File: config.mk
export PLATFORM = sky130hd
export DESIGN_NAME = m2x2ad_ctrl
export DESIGN_NICKNAME = d
export VERILOG_FILES = /design/src/rtl/core/m2x2ad_pkg.sv /design/src/rtl/core/m2x2ad_ctrl.sv
export SDC_FILE = /design/constraint.sdc
export NUM_CORES = 1
export LEC_CHECK = 0
export BUFFER_PORTS_ARGS = -buffer_cell sky130_fd_sc_hd__buf_2
export CORE_MARGIN = 4
export CORE_UTILIZATION = 29
export DETAILED_ROUTE_END_ITERATION = 8
export PLACE_DENSITY = 0.52
export SYNTH_ARGS = -nofsm -noshare
export SYNTH_HDL_FRONTEND = slang
export SYNTH_SLANG_ARGS = --single-unit
File: constraint.sdc
create_clock -name clk -period 5.37 [get_ports clk]
set_input_delay 1.074 -clock clk [delete_from_list [all_inputs] [get_ports clk]]
set_output_delay 1.074 -clock clk [all_outputs]
set_load 0.02 [all_outputs]
File: src/rtl/core/m2x2ad_pkg.sv
// Shared types, constants and helper functions of the masked 2x2 average downsampler.
`default_nettype none
package m2x2ad_pkg;

  localparam int unsigned PIXEL_W     = 8;
  localparam int unsigned COLS_W      = 12;
  localparam int unsigned ROWS_W      = 13;
  localparam int unsigned ROW_CNT_W   = 12;
  localparam int unsigned CFG_INDEX_W = 1;
  localparam int unsigned CFG_DATA_W  = 13;
  localparam int unsigned ENTRY_W     = 14;

  localparam logic [CFG_INDEX_W-1:0] REG_CELL_COLS = 1'b0;
  localparam logic [CFG_INDEX_W-1:0] REG_CELL_ROWS = 1'b1;

  localparam logic [COLS_W-1:0] CELL_COLS_RESET = 12'd1200;
  localparam logic [ROWS_W-1:0] CELL_ROWS_RESET = 13'd1200;
  localparam logic [ROWS_W-1:0] MAX_CELL_ROWS   = 13'd4096;

  localparam logic [PIXEL_W-1:0] VALID_MAX  = 8'd100;
  localparam logic [PIXEL_W-1:0] FILL_CODE  = 8'd253;
  localparam logic [PIXEL_W-1:0] WATER_CODE = 8'd0;

  // line entry: invalid sum mod 10 (13:10), valid count (9:8), valid sum (7:0)
  typedef struct packed {
    logic [3:0] modsum;
    logic [1:0] cnt;
    logic [7:0] sum;
  } entry_t;

  typedef enum logic [3:0] {
    ST_UPPER_LEFT  = 4'b0001,
    ST_UPPER_RIGHT = 4'b0010,
    ST_LOWER_LEFT  = 4'b0100,
    ST_LOWER_RIGHT = 4'b1000
  } state_t;

  typedef struct packed {
    logic acc_load;
    logic line_write;
    logic line_read;
    logic res_load;
    logic row_end;
    logic frame_end;
  } cmd_t;

  function automatic logic [3:0] mod10(input logic [7:0] v);
    logic [15:0] prod;
    logic [4:0]  q;
    logic [7:0]  r;
    prod = {8'd0, v} * 16'd205;
    q    = prod[15:11];
    r    = v - {q, 3'b000} - {2'b00, q, 1'b0};
    return r[3:0];
  endfunction

  function automatic logic [3:0] addmod10(input logic [3:0] a, input logic [3:0] b);
    logic [4:0] s;
    s = {1'b0, a} + {1'b0, b};
    if (s >= 5'd10) begin
      s = s - 5'd10;
    end
    return s[3:0];
  endfunction

endpackage
`default_nettype wire

File: src/rtl/core/m2x2ad_ctrl.sv
// Controller: pixel phase state machine, column and row counters, handshake.
`default_nettype none
module m2x2ad_ctrl #(
  parameter int unsigned MAX_CELL_COLS = 2048,
  parameter int unsigned COL_W         = 11
) (
  input  wire logic                           clk,
  input  wire logic                           rst,
  input  wire logic [m2x2ad_pkg::COLS_W-1:0]  cell_cols,
  input  wire logic [m2x2ad_pkg::ROWS_W-1:0]  cell_rows,
  input  wire logic                           s_tvalid,
  output logic                                s_tready,
  output logic                                m_tvalid,
  input  wire logic                           m_tready,
  output logic      [COL_W-1:0]               col,
  output m2x2ad_pkg::cmd_t                    cmd
);

  localparam int unsigned CW = ((COL_W > m2x2ad_pkg::COLS_W) ? COL_W : m2x2ad_pkg::COLS_W) + 1;

  m2x2ad_pkg::state_t state, state_next;
  logic [COL_W-1:0]                    pixel_column;
  logic [m2x2ad_pkg::ROW_CNT_W-1:0]    cell_row;
  logic [CW-1:0]                       last_col;
  logic [m2x2ad_pkg::ROWS_W-1:0]       last_row;
  logic                                accept;
  logic                                at_row_end;
  logic                                at_last_row;

  assign s_tready = !m_tvalid || m_tready;
  assign accept   = s_tvalid && s_tready;
  assign col      = pixel_column;

  always_comb begin
    if (cell_cols == '0) begin
      last_col = '0;
    end else if (CW'(cell_cols) > CW'(MAX_CELL_COLS)) begin
      last_col = CW'(MAX_CELL_COLS - 1);
    end else begin
      last_col = CW'(cell_cols) - CW'(1);
    end
    if (cell_rows == '0) begin
      last_row = '0;
    end else if (cell_rows > m2x2ad_pkg::MAX_CELL_ROWS) begin
      last_row = m2x2ad_pkg::MAX_CELL_ROWS - 13'd1;
    end else begin
      last_row = cell_rows - 13'd1;
    end
  end

  assign at_row_end  = CW'(pixel_column) >= last_col;
  assign at_last_row = {1'b0, cell_row} >= last_row;

  always_comb begin
    state_next = state;
    case (state)
      m2x2ad_pkg::ST_UPPER_LEFT:  state_next = m2x2ad_pkg::ST_UPPER_RIGHT;
      m2x2ad_pkg::ST_UPPER_RIGHT: state_next = at_row_end ? m2x2ad_pkg::ST_LOWER_LEFT
                                                          : m2x2ad_pkg::ST_UPPER_LEFT;
      m2x2ad_pkg::ST_LOWER_LEFT:  state_next = m2x2ad_pkg::ST_LOWER_RIGHT;
      m2x2ad_pkg::ST_LOWER_RIGHT: state_next = at_row_end ? m2x2ad_pkg::ST_UPPER_LEFT
                                                          : m2x2ad_pkg::ST_LOWER_LEFT;
      default:                    state_next = m2x2ad_pkg::ST_UPPER_LEFT;
    endcase
  end

  always_comb begin
    cmd.acc_load   = accept && (state == m2x2ad_pkg::ST_UPPER_LEFT ||
                                state == m2x2ad_pkg::ST_LOWER_LEFT);
    cmd.line_write = accept && (state == m2x2ad_pkg::ST_UPPER_RIGHT);
    cmd.line_read  = accept && (state == m2x2ad_pkg::ST_LOWER_LEFT);
    cmd.res_load   = accept && (state == m2x2ad_pkg::ST_LOWER_RIGHT);
    cmd.row_end    = at_row_end;
    cmd.frame_end  = at_row_end && at_last_row;
  end

  always_ff @(posedge clk) begin
    if (rst) begin
      state        <= m2x2ad_pkg::ST_UPPER_LEFT;
      pixel_column <= '0;
      cell_row     <= '0;
      m_tvalid     <= 1'b0;
    end else begin
      if (accept) begin
        state <= state_next;
      end
      if (cmd.line_write || cmd.res_load) begin
        pixel_column <= at_row_end ? '0 : pixel_column + COL_W'(1);
      end
      if (cmd.res_load && at_row_end) begin
        cell_row <= at_last_row ? '0 : cell_row + 12'd1;
      end
      if (cmd.res_load) begin
        m_tvalid <= 1'b1;
      end else if (m_tready) begin
        m_tvalid <= 1'b0;
      end
    end
  end

endmodule
`default_nettype wire

* After elaboration in Yosys (flattened, before gate mapping)
Index checks and enable logic that the tools add are counted.
** Cells by class
- Muxes and demuxes :: 11
- Order comparisons :: 4
- Add/subtract/negate cells :: 4
- Reductions and logical operators :: 14
- Equal/unequal tests :: 4
** Operator list (count)
- two-way mux 13 bit :: 4
- one-hot mux 4 bit (4 select lines) :: 1
- greater-or-equal comparator 11 x 13 -> 1 bit :: 1
- greater-or-equal comparator 12 x 13 -> 1 bit :: 1
- greater-than comparator 13 bit, second input constant :: 1
- zero test 13 bit :: 1
- subtractor 12 x 1 -> 13 bit, second input constant :: 1
- subtractor 13 x 1 -> 13 bit, second input constant :: 1
- adder 12 x 1 -> 12 bit, second input constant :: 1
- greater-than comparator 12 bit, second input constant :: 1
- zero test 12 bit :: 1
- two-way mux 12 bit :: 1
- adder 11 x 1 -> 11 bit, second input constant :: 1
- two-way mux 11 bit :: 1
- logical AND 1 bit :: 7
- two-way mux 3 bit :: 2
- == test 4 x 1 -> 1 bit, second input constant :: 1
- == test 4 x 2 -> 1 bit, second input constant :: 1
- == test 4 x 3 -> 1 bit, second input constant :: 1
- == test 4 bit, second input constant :: 1
- logical OR 1 bit :: 3
- two-way mux 1 bit :: 2
- nonzero test 2 bit :: 1
- zero test 1 bit :: 1
** Word-level totals
- Input port bits :: 29
- Output and inout port bits :: 19
- Register bits after elaboration :: 28

* Longest topological paths before layout
- Depth in word-level cells :: 6
- Gate-level depth with buffers :: 14
- Depth with buffers taken out :: 14

* Worst setup path before layout
Ideal clock, no wire load.
- Path kind :: input port to output port
- Start :: in cell_rows[4] (netlist bit)
- End :: out cmd[0] (netlist bit)
- Path buffers :: 2
- Stages :: 12
- Setup slack :: 0.475 ns
- Arrival time :: 3.821 ns
- Cells stage by stage :: nor4_2 nand4_1 or3_1 clkbuf_1 o21ai_0 ha_1 a21o_1 a221oi_1 o21ai_1 a31oi_1 clkbuf_1 nor2_1
** RTL lines
- start: declaration :: line m2x2ad_ctrl.sv:10 : input wire logic [m2x2ad_pkg::ROWS_W-1:0] cell_rows,
- end: declaration :: line m2x2ad_ctrl.sv:16 : output m2x2ad_pkg::cmd_t cmd

==> PnR_summary.wiki <==
{| class="wikitable"
! Metric !! Value
|-
| RSZ-0062 raised after global routing || false
|-
| Number of gates resized after cts || 0
|-
| Netlist area before placement || roughly 2600 µm²
|-
| Insertion delay to the later sink of the worst-skew pair || between 200 and 300 ps
|-
| Crit path DAT || about 4000 ps
|-
| Number of H-tree branching levels || 1
|-
| Worst slew margin relative to its limit || 0.512
|-
| Synthesized area divided by synthesized cell count || around 7.8 µm²
|-
| Pin count of the biggest net entering global routing || 19
|-
| Inserted Diodes || 0
|-
| Layout cells sized above 1 || 0.172
|-
| Most used DFF post-synth || dfxtp_1
|-
| First-pass GRT wire length || between 10 and 15 mm
|-
| Residual antenna-violating net count after detailed routing || 0
|-
| Number of warnings printed during yosys synthesis || 0
|-
| Launch point of the worst path || cell_cols[4]
|-
| Final Worst Setup Slack || ~260 ps
|-
| Row count || 34
|-
| Fillcell total || between 900 and 1000
|-
| Static leakage power || 1.26 nW
|-
| Hold-critical path depth || 2
|-
| Result of the run || completed
|-
| Overall die height || approximately 100 µm
|-
| Core Area || 8680 µm²
|-
| Routed length per instance || ~13 µm
|-
| Launching element type of the critical path || primary input
|-
| Critical path start-end classification || primary input to output pin
|-
| Syn_nets || 389
|-
| Startpoint of the lowest-slack register-to-register path || cell_row[4]
|-
| DRC violations left || 0
|-
| Die Width || slightly above 100 µm
|-
| Sum Neg Setup Slack || 0 ps
|-
| Overflow left after global routing || 0
|-
| Initial antenna violation count || 0
|-
| Total global routing track utilization || 0.126
|-
| TritonCTS Buffers || 3
|-
| Required time at the endpoint of the critical path || roughly 4300 ps
|-
| Buffers from clock root to sink, at most || 2
|-
| Layout Nets || ~430
|-
| Final period util || 0.951
|-
| Biggest area contributors in the synthesized netlist || dfxtp_1, ha_1, nor2_1
|-
| Sinks on the clock net || 28
|-
| Cts hold-fix bufs || 0
|-
| Cell variety after synth || between 50 and 60
|-
| Tightest Hold Check Type || register to register
|-
| Detailed Route Iter0 Violations || between 100 and 150
|-
| Post-synth top area cell || dfxtp_1
|-
| Sequential share of the synthesized area || 0.218
|-
| TritonCTS clock tree || done
|-
| Half-perimeter wire length of the detailed placement result || between 5 and 6 mm
|-
| Total wire length after detailed routing || between 6 and 7 mm
|-
| GP Congestion || 0.777
|-
| Max-slew violation count || 0
|-
| Worst IR Drop VDD || between 0.07 and 0.08 mV
|-
| PwrDens || around 140 nW/µm²
|-
| Detail-routed via count per cell || about 5
|-
| Vias after detailed routing || ~2500
|-
| Full die area || between 10000 and 15000 µm²
|-
| Router iterations before antenna repair || 5
|-
| Post-Route Skew || 4.15 ps
|-
| Clock transition at path regs || ~100 ps
|-
| Kind of end point of the critical path || output pin
|-
| Biggest fanout along the worst timing path || 5
|-
| Clock root buffer || clkbuf_8
|-
| Number of synthesized flops with an enable pin || 0
|-
| Buffers added on ports || 47
|-
| Proportion of synthesized flip-flops having asynchronous set or reset || 0
|-
| Synthesis-stage register bit count || 28
|-
| Final setup fails || 0
|-
| Minimum clock period || around 5100 ps
|-
| Final hold violations || 0
|-
| Worst Reg2Reg Path Length in Cells || 8
|-
| Max_cap viols || 0
|-
| Pre-CTS setup slack || around 270 ps
|-
| Proportion of netlist area held by the largest area contributor || 0.218
|-
| Area added between synthesis and finish || 14.0%
|-
| Vias in the first global route || about 2300
|-
| Boundary Pins || 48
|-
| Highest clock frequency the design can meet || about 200 MHz
|-
| Setup bufs post-CTS || 0
|-
| Gate Count Post-Synth || around 330
|-
| Initial core utilization || 0.297
|-
| Slew @ Worst Pin || around 720 ps
|-
| Source of the worst hold timing path || cell_row[0]
|}
## registers in the layout (all words and copies together) (netlist names)
register / flops
cell_row: 12
col: 11
state: 4
m_tvalid: 1
## report_power, final
| part | switching (mW) | internal [mW] |
|---|---|---|
| combinational | 0.0460 | 0.0328 |
| sequential | 0.00402 | 0.209 |
| clock | 0.0665 | 0.0504 |
| total | 0.116 | 0.293 |
## area by class of cell
type	count	area [µm²]	share of cell area
inverter	16	60.1	0.0205
sequential	28	561	0.191
multi-input combinational	277	1900	0.646
clock buffer	3	41.3	0.0141
timing repair buffer	48	243	0.0827
tap	108	135	0.0460
## stage by stage
stage	std cells	instance area, µm²	total power, mW	utilization	hold slack, ps
final	480	2940	0.409	0.338	497
after global routing	480	2940	0.435	0.338	528
after CTS	480	2940	0.415	0.338	497
after detailed placement	477	2890	0.297	0.333	483
after global placement	477	2890	0.296	0.333	473
after floorplan	332	2570	0.268	-	458
## critical path: stages
cell and delay (ps):
buf_2 130, or4_1 590, nor3_2 240, nand3_1 150, nor2_1 270, nand2_1 140, a21oi_1 200, ha_1 270
a21oi_1 140, o21ai_0 100, o2bb2ai_1 170, o21ai_2 250, inv_2 110, buf_2 170
## path summary, 6_finish.rpt
kind | endpoint | slack, ps
setup / recovery | cmd[1] | 260
hold / removal | cell_row[0] | 500
setup reg to reg | cell_row[7] | 2820
hold reg to reg | cell_row[0] | 500
## cell families (layout without fill, tap and decap cells)
group                    count (synthesis)  in the layout  synth area share
AO/OA/AOI/OAI                           77             77             0.211
XOR/XNOR                                23             23            0.0783
adder cells (fa/ha/maj)                 31             31             0.148
buffers and inverters                   27             67            0.0457
flip-flops                              28             28             0.218
multiplexers                             2              2           0.00778
AND/OR/NAND/NOR                        144            144             0.292
## cells in the final DEF (no fill, tap or decap), types with 8 or more instances in the layout
master	instances
a21oi_1	17
and3_1	8
buf_2	47
dfxtp_1	28
ha_1	28
inv_1	15
nand2_1	26
nand3_1	23
nand4_1	12
nor2_1	39
o21ai_1	13
xnor2_1	11
xor2_1	12
## routing by layer
| layer | GRT usage | vias up | share of wire |
|---|---|---|---|
| met1 | 0.185 | 1134 | 0.54 |
| met2 | 0.204 | 22 | 0.44 |
| met4 | 0.0121 | 0 | 0.0030 |
| li1 | - | 1301 | - |
| met5 | 0 | - | 0 |
| met3 | 0.0191 | 2 | 0.020 |
## synth_stat cells, types with 2 or more instances
master / number
or3_1: 5
o21ai_0: 3
dfxtp_1: 28
nor3_1: 6
o211ai_1: 5
a31oi_1: 5
ha_1: 28
a32oi_1: 3
or4b_1: 3
inv_1: 15
o21a_1: 3
nand3_1: 23
maj3_1: 3
xnor2_1: 11
mux2i_1: 2
nor2b_1: 2
o31ai_1: 5
o21ai_2: 3
a211oi_1: 3
a21o_1: 7
o21ai_1: 13
and3_1: 8
nand4_1: 12
a21oi_1: 17
buf_2: 4
nor2_1: 39
clkbuf_1: 5
xor2_1: 12
nand2_1: 26
nand2b_1: 2
nor4_1: 3
nor3b_1: 3
Power figures use the tool's default switching activity.
